### config.mk
export PLATFORM = sky130hd
export DESIGN_NAME = gaas_addr
export DESIGN_NICKNAME = d
export VERILOG_FILES = /design/src/gaas_pkg.sv /design/src/gaas_addr.sv
export SDC_FILE = /design/constraint.sdc
export NUM_CORES = 1
export LEC_CHECK = 0
export BUFFER_PORTS_ARGS = -buffer_cell sky130_fd_sc_hd__buf_2
export CELL_PAD_IN_SITES_DETAIL_PLACEMENT = 1
export CELL_PAD_IN_SITES_GLOBAL_PLACEMENT = 1
export CORE_MARGIN = 5
export CORE_UTILIZATION = 46
export DETAILED_ROUTE_END_ITERATION = 8
export PLACE_DENSITY = 0.9
export SYNTH_ARGS = -nofsm -noshare
export SYNTH_HDL_FRONTEND = slang
export SYNTH_SLANG_ARGS = --single-unit
### constraint.sdc
create_clock -name clk -period 10.4 [get_ports clk]
set_input_delay 2.08 -clock clk [delete_from_list [all_inputs] [get_ports clk]]
set_output_delay 2.08 -clock clk [all_outputs]
set_load 0.03 [all_outputs]
### src/gaas_pkg.sv
// Shared types, constants and saturation helpers for the gather / scatter-add slab block.
package gaas_pkg;

  localparam int SLAB_DEPTH = 4096;
  localparam int DATA_WIDTH = 32;
  localparam int ADDR_W     = $clog2(SLAB_DEPTH);

  localparam int CFG_W  = 13;
  localparam int POS_W  = 12;
  localparam int IDX_W  = 12;
  localparam int VAL_W  = 32;
  localparam int OUT_W  = 32;
  localparam int PROD_W = CFG_W + CFG_W;
  localparam int SUM_W  = PROD_W + 1;
  localparam int EXT_W  = ((DATA_WIDTH > VAL_W) ? DATA_WIDTH : VAL_W) + 1;

  localparam int IN_DATA_W  = ((POS_W + IDX_W + VAL_W + 7) / 8) * 8;
  localparam int OUT_DATA_W = ((OUT_W + 7) / 8) * 8;

  localparam int  REG_IDX_W     = 1;
  localparam logic [REG_IDX_W-1:0] REG_POST_SIZE = 1'b0;
  localparam logic [REG_IDX_W-1:0] REG_AXIS_SIZE = 1'b1;

  localparam logic signed [EXT_W-1:0] DW_MAX = EXT_W'({1'b0, {(DATA_WIDTH-1){1'b1}}});
  localparam logic signed [EXT_W-1:0] DW_MIN = -DW_MAX - EXT_W'(1);
  localparam logic signed [EXT_W-1:0] OW_MAX = EXT_W'({1'b0, {(OUT_W-1){1'b1}}});
  localparam logic signed [EXT_W-1:0] OW_MIN = -OW_MAX - EXT_W'(1);

  typedef enum logic [1:0] {
    OP_LOAD   = 2'd0,
    OP_GATHER = 2'd1,
    OP_ACCUM  = 2'd2,
    OP_DRAIN  = 2'd3
  } op_t;

  typedef enum logic [1:0] {
    ST_OK       = 2'd0,
    ST_AXIS_BAD = 2'd1,
    ST_POS_BAD  = 2'd2
  } status_t;

  typedef enum logic [1:0] {
    S_IDLE,
    S_MUL,
    S_CHK,
    S_MOD
  } state_t;

  typedef struct packed {
    op_t                     op;
    logic [POS_W-1:0]        position;
    logic [IDX_W-1:0]        axis_index;
    logic signed [VAL_W-1:0] value;
  } item_t;

  // address unit result: slab address and range status
  typedef struct packed {
    logic [ADDR_W-1:0] addr;
    status_t           status;
  } chk_t;

  function automatic logic signed [DATA_WIDTH-1:0] sat_dw(input logic signed [EXT_W-1:0] x);
    if (x > DW_MAX)      sat_dw = DW_MAX[DATA_WIDTH-1:0];
    else if (x < DW_MIN) sat_dw = DW_MIN[DATA_WIDTH-1:0];
    else                 sat_dw = x[DATA_WIDTH-1:0];
  endfunction

  function automatic logic signed [OUT_W-1:0] sat_out(input logic signed [EXT_W-1:0] x);
    if (x > OW_MAX)      sat_out = OW_MAX[OUT_W-1:0];
    else if (x < OW_MIN) sat_out = OW_MIN[OUT_W-1:0];
    else                 sat_out = x[OUT_W-1:0];
  endfunction

  function automatic logic signed [DATA_WIDTH-1:0] sat_add(
    input logic signed [DATA_WIDTH-1:0] a,
    input logic signed [DATA_WIDTH-1:0] b
  );
    logic signed [DATA_WIDTH:0] s;
    s = {a[DATA_WIDTH-1], a} + {b[DATA_WIDTH-1], b};
    if (s[DATA_WIDTH] != s[DATA_WIDTH-1]) begin
      sat_add = s[DATA_WIDTH] ? {1'b1, {(DATA_WIDTH-1){1'b0}}}
                              : {1'b0, {(DATA_WIDTH-1){1'b1}}};
    end else begin
      sat_add = s[DATA_WIDTH-1:0];
    end
  endfunction

endpackage

### src/gaas_addr.sv
// Address unit: stride multiply (registered), then flat address and range checks.
module gaas_addr (
  input  logic                      clk,
  input  logic                      mul_en,
  input  gaas_pkg::item_t           item,
  input  logic [gaas_pkg::CFG_W-1:0] post_size,
  input  logic [gaas_pkg::CFG_W-1:0] axis_size,
  output gaas_pkg::chk_t            chk
);

  logic                          flat;
  logic [gaas_pkg::CFG_W-1:0]    mul_a;
  logic [gaas_pkg::PROD_W-1:0]   prod;
  logic                          idx_bad;
  logic                          pos_bad;
  logic [gaas_pkg::SUM_W-1:0]    sum;
  logic [gaas_pkg::SUM_W-1:0]    pos_ext;

  // load/drain check against axis_size*post_size, gather/accumulate need idx*post_size
  assign flat  = (item.op == gaas_pkg::OP_LOAD) || (item.op == gaas_pkg::OP_DRAIN);
  assign mul_a = flat ? axis_size : gaas_pkg::CFG_W'(item.axis_index);

  always_ff @(posedge clk) begin
    if (mul_en) begin
      prod    <= mul_a * post_size;
      idx_bad <= gaas_pkg::CFG_W'(item.axis_index) >= axis_size;
      pos_bad <= gaas_pkg::CFG_W'(item.position) >= post_size;
    end
  end

  assign pos_ext = gaas_pkg::SUM_W'(item.position);
  assign sum     = gaas_pkg::SUM_W'(prod) + pos_ext;

  always_comb begin
    chk.status = gaas_pkg::ST_OK;
    if (flat) begin
      chk.addr = gaas_pkg::ADDR_W'(item.position);
      if (pos_ext >= gaas_pkg::SUM_W'(prod) ||
          pos_ext >= gaas_pkg::SUM_W'(gaas_pkg::SLAB_DEPTH)) begin
        chk.status = gaas_pkg::ST_POS_BAD;
      end
    end else begin
      chk.addr = gaas_pkg::ADDR_W'(sum);
      if (idx_bad) begin
        chk.status = gaas_pkg::ST_AXIS_BAD;
      end else if (pos_bad || sum >= gaas_pkg::SUM_W'(gaas_pkg::SLAB_DEPTH)) begin
        chk.status = gaas_pkg::ST_POS_BAD;
      end
    end
  end

endmodule

==> metrics, run 1 <==
status=finished clean; Post-DRT Antenna Nets=0; WP data required=10.42 ns; sequential area share after synthesis=10.1%; CTS clock-pin slew for the worst setup and hold paths=0.07 ns; Max stage delay cell, worst path=a21oi_1; die area=21000 µm²; Flop pwr share=11.2%; period utilization=84.2%; Slew HR=23.8%; syn_area_per_cell=8.34 µm²; Layout Utilization=between 50% and 60%; clock power share=between 2 and 3%; All-Layer GR Usage=about a quarter; count of cell types in the netlist=55; DRC=0; number of flops mapped to enable cells by yosys=28; Max-Cap Viols=0; initial antenna violation count=0; ant diodes=0; Die Y=145 µm; H-tree levels=1; Fin. Hold Viols=0; Slew @ Worst Pin=1.14 ns; post-CTS setup buffer count=0; delay-heaviest family, CP=adder cells; commonest cells in the netlist=222 x inv_1, 129 x nand2_1, 122 x fa_1; fin nets=1385; internal power=1.39 mW; largest net degree at the start of global routing=29; share of cells above drive strength 1=about 8.3%; Crit path buffers/inverters=5; synthesized instance count=1002; cell area after synthesis=8350 µm²; setup TNS=0 ns; Sw Pwr=1.64 mW; Buffers on Ports=67; 1st-iter DRT viols=401; row cnt=49; crit-path most repeated cell=fa_1; Yosys top cell area share=29.2%; post-CTS sizing=0; type of the most critical hold path=input port to flip-flop; area growth from synthesis to layout=8.31%; Leak=4.78 nW; hold_buf cts=0; Sw Share=54.1%; total CTS buffers=3; fin area=9050 µm²; Routability Congestion=0.860; #FFs+latches synth=28; Initial Util=46.7%; via count=around 7200; Setup CP Type=input port to flip-flop; most frequent cell after synthesis=inv_1; first-pass GRT wire length=41.3 mm; Clock Path Buffers=2; synthesized net count=about 1300; Final Max Tran Viols=0; post-layout minimum cycle time=8.76 ns; Crit path arrival time=8.78 ns; crit path launch type=input port; VDD IR max=0.243 mV; fmax=0.114 GHz; Slowest Stage Delay on Critical Path=0.67 ns; P per Cell Area=334 nW/µm²; CTS sink count=28; Ys Warns=0; Area contributors post-synth=fa_1 29%, ha_1 18%, edfxtp_1 10%; Core Region=between 15000 and 20000 µm²; CTS tree=yes; Crit Path Max Fanout=28; Post-Route WL=roughly 25 mm; DP HPWL=roughly 21 mm; drt via density=approximately 5.6; asr flop ratio synth=0%; Most used DFF post-synth=edfxtp_1; dpl cell area=8970 µm²; count of final setup violators=0; grt ovf=0; RSZ-0062 raised after global routing=no; num ports=100; CP cell instances=buf_2, xor2_4, nor2_1, a21oi_1, nor2_1, fa_1, inv_1, fa_1, inv_1, fa_1, inv_1, fa_1, fa_1, inv_1, ha_1, o21ai_0, o21bai_1, or4_1, and3_1, o41ai_4, o31ai_1, o211ai_1, xnor2_1; length of the first detailed-routing pass in iterations=5; Die W=145 µm; Power Total=3.02 mW; root buffer cell=clkbuf_16; combinational fraction of design power=85.9%; element type at the critical path end=flip-flop; WL per Instance=19.5 µm; vias in the first global route=8172; Synth area leader=fa_1
[per-layer routing]
metal	vias to the layer above	part of all wire (%)	global-route usage (%)
li1	3274	-	-
met1	3580	40	31.1
met2	246	52	45.7
met3	69	4.8	1.81
met4	0	3.4	9.38
met5	-	0	0
[final timing paths]
kind / from / slack, ns / endpoint / cells after the start
worst max-delay path: item[57] / 1.64 / prod[24]$_DFFE_PP_ / 23
worst min-delay path: mul_en / 2.36 / prod[1]$_DFFE_PP_ / 1
[power groups by stage]
| stage | clock network, mW | registers, mW | logic [mW] |
|---|---|---|---|
| 2_1_floorplan | 0 | 0.320 | 1.91 |
| 3_3_place_gp | 0 | 0.335 | 2.36 |
| 6_report | 0.0888 | 0.338 | 2.60 |
| 3_5_place_dp | 0 | 0.340 | 2.56 |
| 4_1_cts | 0.0896 | 0.338 | 2.61 |
| 5_1_grt | 0.0939 | 0.346 | 2.92 |
[cell type report]
type / count / area [µm²]
Fill cell: 2208 / 8860
Multi-Input combinational cell: 725 / 6600
Inverter: 225 / 845
Sequential cell: 28 / 841
Timing Repair Buffer: 75 / 395
Tap cell: 229 / 287
Clock buffer: 3 / 75.1
Clock inverter: 1 / 3.75
[per-stage QoR]
| stage | hold WS [ns] | instances | setup WS, ns |
|---|---|---|---|
| 5_1_grt | 2.38 | 1286 | 1.18 |
| 3_5_place_dp | 2.62 | 1282 | 1.39 |
| 4_1_cts | 2.37 | 1286 | 1.65 |
| 2_1_floorplan | 2.19 | 1002 | 2.39 |
| 6_report | 2.36 | 1286 | 1.64 |
| 3_3_place_gp | 2.59 | 1282 | 1.64 |
[layout by cell type (no fill, tap or decap), types with 5 or more instances in the layout]
cell | netlist | routed
ha_1 | 119 | 119
fa_1 | 122 | 122
nor2_1 | 76 | 76
o211ai_1 | 5 | 5
o21ai_1 | 4 | 5
nor4_1 | 6 | 6
and3_1 | 6 | 6
nand2_1 | 129 | 129
xnor2_1 | 27 | 26
nand3_1 | 10 | 10
xor2_1 | 11 | 10
inv_1 | 222 | 222
nand4_1 | 5 | 5
nor3_1 | 16 | 16
and2_1 | 33 | 33
nand2b_1 | 8 | 8
a21oi_1 | 47 | 47
a21o_1 | 16 | 16
o21ai_0 | 26 | 25
buf_4 | 0 | 8
buf_2 | 2 | 67
edfxtp_1 | 28 | 28
[flip-flops by register name, summed over array words and instances, names as in the netlist]
name	count
pos_bad	1
idx_bad	1
prod	26
[kinds of logic after synthesis]
group                      after synthesis  share of synthesized area [%]
DFF                                     28                           10.1
xor gates and xnor gates                38                           3.99
adders and majority gates              241                           47.1
buffers and inverters                  249                           11.2
and+or+nand+nor                        306                           16.6
muxes                                    3                          0.360
AOI/OAI and AO/OA                      137                           10.7
Power figures use the tool's default switching activity.
==> run 2: changes to the inputs <==
--- a/config.mk
+++ b/config.mk
@@ -5,13 +5,14 @@
 export SDC_FILE = /design/constraint.sdc
 export NUM_CORES = 1
 export LEC_CHECK = 0
+export ABC_AREA = 1
 export BUFFER_PORTS_ARGS = -buffer_cell sky130_fd_sc_hd__buf_2
 export CELL_PAD_IN_SITES_DETAIL_PLACEMENT = 1
 export CELL_PAD_IN_SITES_GLOBAL_PLACEMENT = 1
 export CORE_MARGIN = 5
-export CORE_UTILIZATION = 46
+export CORE_UTILIZATION = 41
 export DETAILED_ROUTE_END_ITERATION = 8
-export PLACE_DENSITY = 0.9
+export PLACE_DENSITY = 0.87
 export SYNTH_ARGS = -nofsm -noshare
 export SYNTH_HDL_FRONTEND = slang
 export SYNTH_SLANG_ARGS = --single-unit
==> constraint.sdc (replaced) <==
create_clock -name clk -period 7.9 [get_ports clk]
set_input_delay 1.58 -clock clk [delete_from_list [all_inputs] [get_ports clk]]
set_output_delay 1.58 -clock clk [all_outputs]
set_load 0.03 [all_outputs]
==> run 2 against run 1 <==
Setup slack got worse by 1.3 ns. Cell count rose by 23%. Sequential power rose by 43%. Core utilization fell by 5.4 points. Die area rose by 19%. Cell area rose by 8.2%. Critical path depth rose by 3.
==> metrics, run 2 <==
status=finished clean (unchanged); Largest Register=prod (unchanged); Die Y=158 µm (was 145 µm); syn_area_per_cell=7.28 µm² (was 8.34 µm²); Slew HR=57.6% (was 23.8%); setup ws final=0.346 ns (was 1.64 ns); die area=25000 µm² (was 21000 µm²); post-layout minimum cycle time=7.55 ns; Sw Share=57.1% (was 54.1%); first-pass GRT wire length=45.1 mm (was 41.3 mm); vias in the first global route=9149 (was 8172); Crit path arrival time=7.57 ns (was 8.78 ns); row cnt=54 (was 49); Fin. Hold Viols=0 (unchanged); #FFs+latches synth=28 (unchanged); GRT busiest layer=met2 (unchanged); Post-Route WL=27.9 mm (was 25.1 mm); most frequent cell after synthesis=inv_1 (unchanged); hold_buf cts=0 (unchanged); Worst setup startpoint=item[57] (unchanged); crit path launch type=input port (unchanged); Die W=158 µm (was 145 µm); Yosys top cell area share=27.2% (was 29.2%); Clock Path Buffers=2 (unchanged); cell area after synthesis=8990 µm² (was 8350 µm²); count of cell types in the netlist=38 (was 55); Top Registers=prod: 26 flops, idx_bad: 1 flops, pos_bad: 1 flops (unchanged); CTS tree=yes (unchanged); Leak=5.47 nW (was 4.78 nW); element type at the critical path end=flip-flop (unchanged); Area contributors post-synth=fa_1 27%, ha_1 17%, inv_1 12% (was fa_1 29%, ha_1 18%, edfxtp_1 10%); VDD IR max=0.349 mV (was 0.243 mV); area growth from synthesis to layout=8.97% (was 8.31%); CTS sink count=28 (unchanged); grt ovf=0 (unchanged); clock power share=3.3% (was 2.9%); Routability Congestion=0.923 (was 0.860); share of cells above drive strength 1=11.0% (was 8.33%); fmax=0.132 GHz; Final Max Tran Viols=0 (unchanged); root buffer cell=clkbuf_16 (unchanged); max FFs per register=26 (unchanged); DRC=0 (unchanged); length of the first detailed-routing pass in iterations=5 (unchanged); DP HPWL=24.8 mm (was 21.4 mm); Layout Utilization=45.1% (was 50.5%); initial antenna violation count=0 (unchanged); synthesized net count=1562 (was 1329); CTS clock-pin slew for the worst setup and hold paths=0.07 ns (about the same); drt via density=5.22 (was 5.57); synthesized instance count=1235 (was 1002); Slew @ Worst Pin=0.636 ns (was 1.14 ns); Sw Pwr=2.67 mW (was 1.64 mW); Setup CP Type=input port to flip-flop (unchanged); Filler Cell Count=2816 (was 2208); asr flop ratio synth=0% (unchanged); final std cells w/o fill=1580 (was 1286); P per Cell Area=478 nW/µm² (was 334 nW/µm²); fin nets=1628 (was 1385); commonest cells in the netlist=289 x inv_1, 267 x nand2_1, 140 x nor2_1 (was 222 x inv_1, 129 x nand2_1, 122 x fa_1); Max-Cap Viols=0 (unchanged); sequential area share after synthesis=9.36% (was 10.1%); Initial Util=41.4% (was 46.7%); dpl cell area=9680 µm² (was 8970 µm²); 1st-iter DRT viols=376 (was 401); placed insts=1576 (was 1282); WP data required=7.91 ns (was 10.42 ns); Ys Warns=0 (unchanged); GR met3 Demand/Resource=1.75% (was 1.81%); total CTS buffers=3 (unchanged); internal power=2.01 mW (was 1.39 mW); Buffers on Ports=67 (unchanged); most frequent cells in the layout=289 x inv_1, 267 x nand2_1, 140 x nor2_1 (was 222 x inv_1, 129 x nand2_1, 122 x fa_1); commonest non-fill, non-tap cell in the layout=inv_1 (unchanged); combinational fraction of design power=86.4% (was 85.9%); largest net degree at the start of global routing=29 (unchanged); RSZ-0062 raised after global routing=yes (was no); H-tree levels=1 (unchanged); Post-DRT Antenna Nets=0 (unchanged); num ports=100 (unchanged); period utilization=95.6%; number of flops mapped to enable cells by yosys=28 (unchanged); Synth area leader=fa_1 (unchanged); fin area=9790 µm² (was 9050 µm²); Crit Path Max Fanout=16 (was 28); ant diodes=0 (unchanged); Placement Setup Slack=0.0231 ns (was 1.39 ns); count of final setup violators=0 (unchanged); type of the most critical hold path=input port to flip-flop (unchanged); Flop pwr share=10.3% (was 11.2%); met2 Use GR=41.7% (was 45.7%); end of the critical path=prod[22]$_DFFE_PP_ (was prod[24]$_DFFE_PP_); via count=8253 (was 7169); Most used DFF post-synth=edfxtp_1 (unchanged); Core Region=21700 µm² (was 17900 µm²); M1 GR Usage=28.0% (was 31.1%); All-Layer GR Usage=22.7% (was 25.1%); WL per Instance=17.6 µm (was 19.5 µm)
-- run 2: metal layers --
metal  up-vias  share of wire [%]  wire, µm
li1       3858                  -         -
met1      4104                 40     11200
met2       228                 52     14500
met3        63                4.5      1250
met4         0                3.4       960
met5         -                  0         0
-- run 2: power by group through the flow --
stage	Combinational [mW]	Clock [mW]	Sequential, mW
detailed placement	4.03	0	0.484
finish	4.05	0.152	0.483
global placement	3.79	0	0.477
global route	4.59	0.159	0.492
floorplan	2.99	0	0.457
CTS	4.06	0.153	0.481
-- run 2: through the flow --
step / setup TNS, ns / hold WS [ns] / power, mW
2_1_floorplan: 0 / 1.69 / 3.45
3_3_place_gp: 0 / 2.10 / 4.27
3_5_place_dp: 0 / 2.12 / 4.51
4_1_cts: 0 / 1.83 / 4.70
5_1_grt: -0.0141 / 1.87 / 5.24
6_report: 0 / 1.85 / 4.68
-- run 2: kinds of logic (layout without fill, tap and decap cells) --
logic type	Yosys count	in the layout	synth area share (%)
compound gates	98	98	6.47
xor+xnor	34	34	3.31
fa+ha+maj	241	241	43.7
flops	28	28	9.36
simple gates	506	506	23.4
buf+inv	328	393	13.7
-- run 2: how the worst min path moves through the flow --
stage	startpoint	to	slack (ns)	cells after the start
floorplan	mul_en	idx_bad$_DFFE_PP_	1.69	0
global placement	axis_size[12]	idx_bad$_DFFE_PP_	2.10	4
detailed placement	post_size[0]	prod[0]$_DFFE_PP_	2.12	3
CTS	post_size[0]	prod[0]$_DFFE_PP_	1.83	3
global route	post_size[0]	prod[0]$_DFFE_PP_	1.87	3
finish	axis_size[12]	idx_bad$_DFFE_PP_	1.85	4
-- run 2: timing repair --
item                       in CTS  in global routing
resized for setup               0                  1
setup endpoints to repair       0                  4
buffers inserted                0                  0
-- run 2: cell type report --
cell class                 count  area, µm²  share of cell area, %
clock inverter                 1       30.0                  0.307
sequential                    28        841                   8.59
inverter                     312       1170                   12.0
timing repair buffer          77        410                   4.19
multi-input combinational    879       6910                   70.6
clock buffer                   3       75.1                  0.767
tap                          280        350                   3.58
-- run 2: worst max-delay path, cell delays in order --
cell and delay (ns):
buf_2 0.10, or2_1 0.22, nand2_1 0.32, inv_2 0.31, o21ai_2 0.49, inv_1 0.27, nand2_1 0.16, fa_1 0.45
fa_1 0.53, inv_1 0.05, ha_1 0.31, fa_1 0.54, inv_1 0.05, fa_1 0.54, inv_1 0.04, ha_1 0.36
a21oi_1 0.25, o21ai_1 0.11, a21oi_1 0.21, nor2_1 0.08, nor2_1 0.17, o21ai_1 0.12, nand4_1 0.11, nand2_1 0.07
nand2_1 0.07, nand2_1 0.07
==> run 3: changes to the inputs <==
--- a/config.mk
+++ b/config.mk
@@ -5,12 +5,11 @@
 export SDC_FILE = /design/constraint.sdc
 export NUM_CORES = 1
 export LEC_CHECK = 0
-export ABC_AREA = 1
 export BUFFER_PORTS_ARGS = -buffer_cell sky130_fd_sc_hd__buf_2
 export CELL_PAD_IN_SITES_DETAIL_PLACEMENT = 1
 export CELL_PAD_IN_SITES_GLOBAL_PLACEMENT = 1
 export CORE_MARGIN = 5
-export CORE_UTILIZATION = 41
+export CORE_UTILIZATION = 42
 export DETAILED_ROUTE_END_ITERATION = 8
 export PLACE_DENSITY = 0.87
 export SYNTH_ARGS = -nofsm -noshare
==> run 3 against run 2 <==
Sequential power fell by 7.5%. Maximum frequency is essentially flat. Clock power hardly changed. Cell area down 5.7%. Via count is 13% lower. Clock-buffer cell count unchanged. Non-clock buffer count is 12 higher. Sequential share of layout area up 0.52 points. Flip-flop and latch count did not move. Core utilization grew 2.1 points. Routed wire length is 11% lower. Total power fell by 14%.
==> metrics, run 3 (same netlist as run 1, synthesis figures left out) <==
status=finished clean (unchanged); Slew HR=58.1% (was 57.6%); Post-Route WL=24.7 mm (was 27.9 mm); Die Y=151 µm (was 158 µm); Largest Register=prod (unchanged); beginning of the worst hold path=post_size[12] (was axis_size[12]); element type at the critical path end=flip-flop (unchanged); Max-Cap Viols=0 (unchanged); H-tree levels=1 (unchanged); period utilization=95.6% (about the same); combinational fraction of design power=85.1% (was 86.4%); DRC=0 (unchanged); Slowest Stage Delay on Critical Path=0.54 ns (about the same); Top Registers=prod: 26 flops, idx_bad: 1 flops, pos_bad: 1 flops (unchanged); grt ovf=0 (unchanged); Final Max Tran Viols=0 (unchanged); ant diodes=0 (unchanged); most frequent cells in the layout=222 x inv_1, 129 x nand2_1, 122 x fa_1 (was 289 x inv_1, 267 x nand2_1, 140 x nor2_1); Core Region=19500 µm² (was 21700 µm²); Slew @ Worst Pin=0.629 ns (was 0.636 ns); clock power share=3.8% (was 3.3%); Power Total=4.03 mW (was 4.68 mW); CTS clock-pin slew for the worst setup and hold paths=0.07 ns (about the same); CTS tree=yes (unchanged); Sw Share=53.7% (was 57.1%); DP HPWL=21.3 mm (was 24.8 mm); Leak=4.86 nW (was 5.47 nW); final std cells w/o fill=1336 (was 1580); 1st-iter DRT viols=427 (was 376); WP data required=7.92 ns (was 7.91 ns); VDD IR max=0.261 mV (was 0.349 mV); Layout Utilization=47.3% (was 45.1%); share of cells above drive strength 1=9.62% (was 11.0%); WL per Instance=18.5 µm (was 17.6 µm); internal power=1.86 mW (was 2.01 mW); max FFs per register=26 (unchanged); Worst setup startpoint=item[56] (was item[57]); Buffers on Ports=67 (unchanged); vias in the first global route=7876 (was 9149); row cnt=51 (was 54); area growth from synthesis to layout=10.6% (was 8.97%); Hold WS=1.83 ns (was 1.85 ns); type of the most critical hold path=input port to flip-flop (unchanged); initial antenna violation count=1 (was 0); CTS sink count=28 (unchanged); num ports=100 (unchanged); drt via density=5.39 (was 5.22); P per Cell Area=436 nW/µm² (was 478 nW/µm²); post-CTS setup buffer count=0 (unchanged); Crit Path Max Fanout=13 (was 16); crit path launch type=input port (unchanged); first-pass GRT wire length=39.9 mm (was 45.1 mm); Sw Pwr=2.16 mW (was 2.67 mW); total CTS buffers=3 (unchanged); dpl cell area=9130 µm² (was 9680 µm²); length of the first detailed-routing pass in iterations=4 (was 5); Routability Congestion=0.867 (was 0.923); placed insts=1332 (was 1576); fin nets=1399 (was 1628); fin area=9240 µm² (was 9790 µm²); Post-DRT Antenna Nets=0 (unchanged); All-Layer GR Usage=22.2% (was 22.7%); post-layout minimum cycle time=7.55 ns (about the same); largest net degree at the start of global routing=29 (unchanged); fmax=0.132 GHz (about the same); Initial Util=42.8% (was 41.4%); count of final setup violators=0 (unchanged); Max stage delay cell, worst path=fa_1 (unchanged); Crit path arrival time=7.57 ns (about the same); Fin. Hold Viols=0 (unchanged); via count=7200 (was 8253); Die W=151 µm (was 158 µm); die area=22800 µm² (was 25000 µm²); root buffer cell=clkbuf_16 (unchanged); commonest non-fill, non-tap cell in the layout=inv_1 (unchanged); Clock Path Buffers=2 (unchanged); RSZ-0062 raised after global routing=yes (unchanged); Flop pwr share=11.1% (was 10.3%); Setup CP Type=input port to flip-flop (unchanged)
[run 3: changes by cell type in the layout (fill, tap and decap cells not counted), sizes merged, moves of 6 or more]
cell | previous run | this run
nand3 | 45 | 10
and2 | 0 | 33
nor3 | 10 | 16
o21ai | 37 | 30
nor2 | 150 | 76
inv | 306 | 222
or2 | 12 | 1
nand2 | 275 | 129
xnor2 | 13 | 27
a21o | 0 | 16
xor2 | 21 | 11
nand2b | 0 | 8
buf | 77 | 89
[run 3: through the flow]
stage	setup TNS, ns	setup WS (ns)
after global placement	0	0.225
after detailed placement	0	0.111
after global routing	-0.00614	-0.00614
after floorplan	0	0.389
final	0	0.350
after CTS	0	0.368
[run 3: power groups by stage]
stage	registers, mW	clock network, mW	logic (mW)
floorplan	0.422	0	2.52
global placement	0.440	0	3.15
detailed placement	0.448	0	3.40
CTS	0.446	0.156	3.44
global route	0.456	0.160	3.85
finish	0.447	0.154	3.43
[run 3: layout make-up]
cell class / instances / area [µm²]
repair buffers: 89 / 513
clock inverters: 1 / 30.0
multi-input cells: 725 / 6600
fillers: 2434 / 10300
well taps: 265 / 332
inverters: 225 / 845
clock buffers: 3 / 75.1
flip-flops and latches: 28 / 841
[run 3: worst max-delay path: cells and delay by family]
| kind | cells | cell delay, ns |
|---|---|---|
| adders and majority gates | 6 | 2.68 |
| AOI/OAI and AO/OA | 6 | 1.20 |
| buffers and inverters | 7 | 0.85 |
| and+or+nand+nor | 4 | 0.85 |
| xor gates and xnor gates | 2 | 0.36 |
[run 3: routing by layer]
metal / up-vias / GRT usage [%] / routed length [µm]
li1: 3302 / - / -
met1: 3641 / 28.1 / 10300
met2: 194 / 40.4 / 12600
met3: 63 / 1.44 / 1050
met4: 0 / 6.98 / 805
met5: - / 0 / 0
[run 3: path summary, 6_finish.rpt]
check | end | cells after the start
worst max-delay path | prod[24]$_DFFE_PP_ | 25
worst min-delay path | pos_bad$_DFFE_PP_ | 2
[run 3: what timing repair did]
action / 4_1_cts / 5_1_grt
hold buffers: 0 / 0
setup endpoints to repair: 0 / 1
resized for setup: 0 / 2
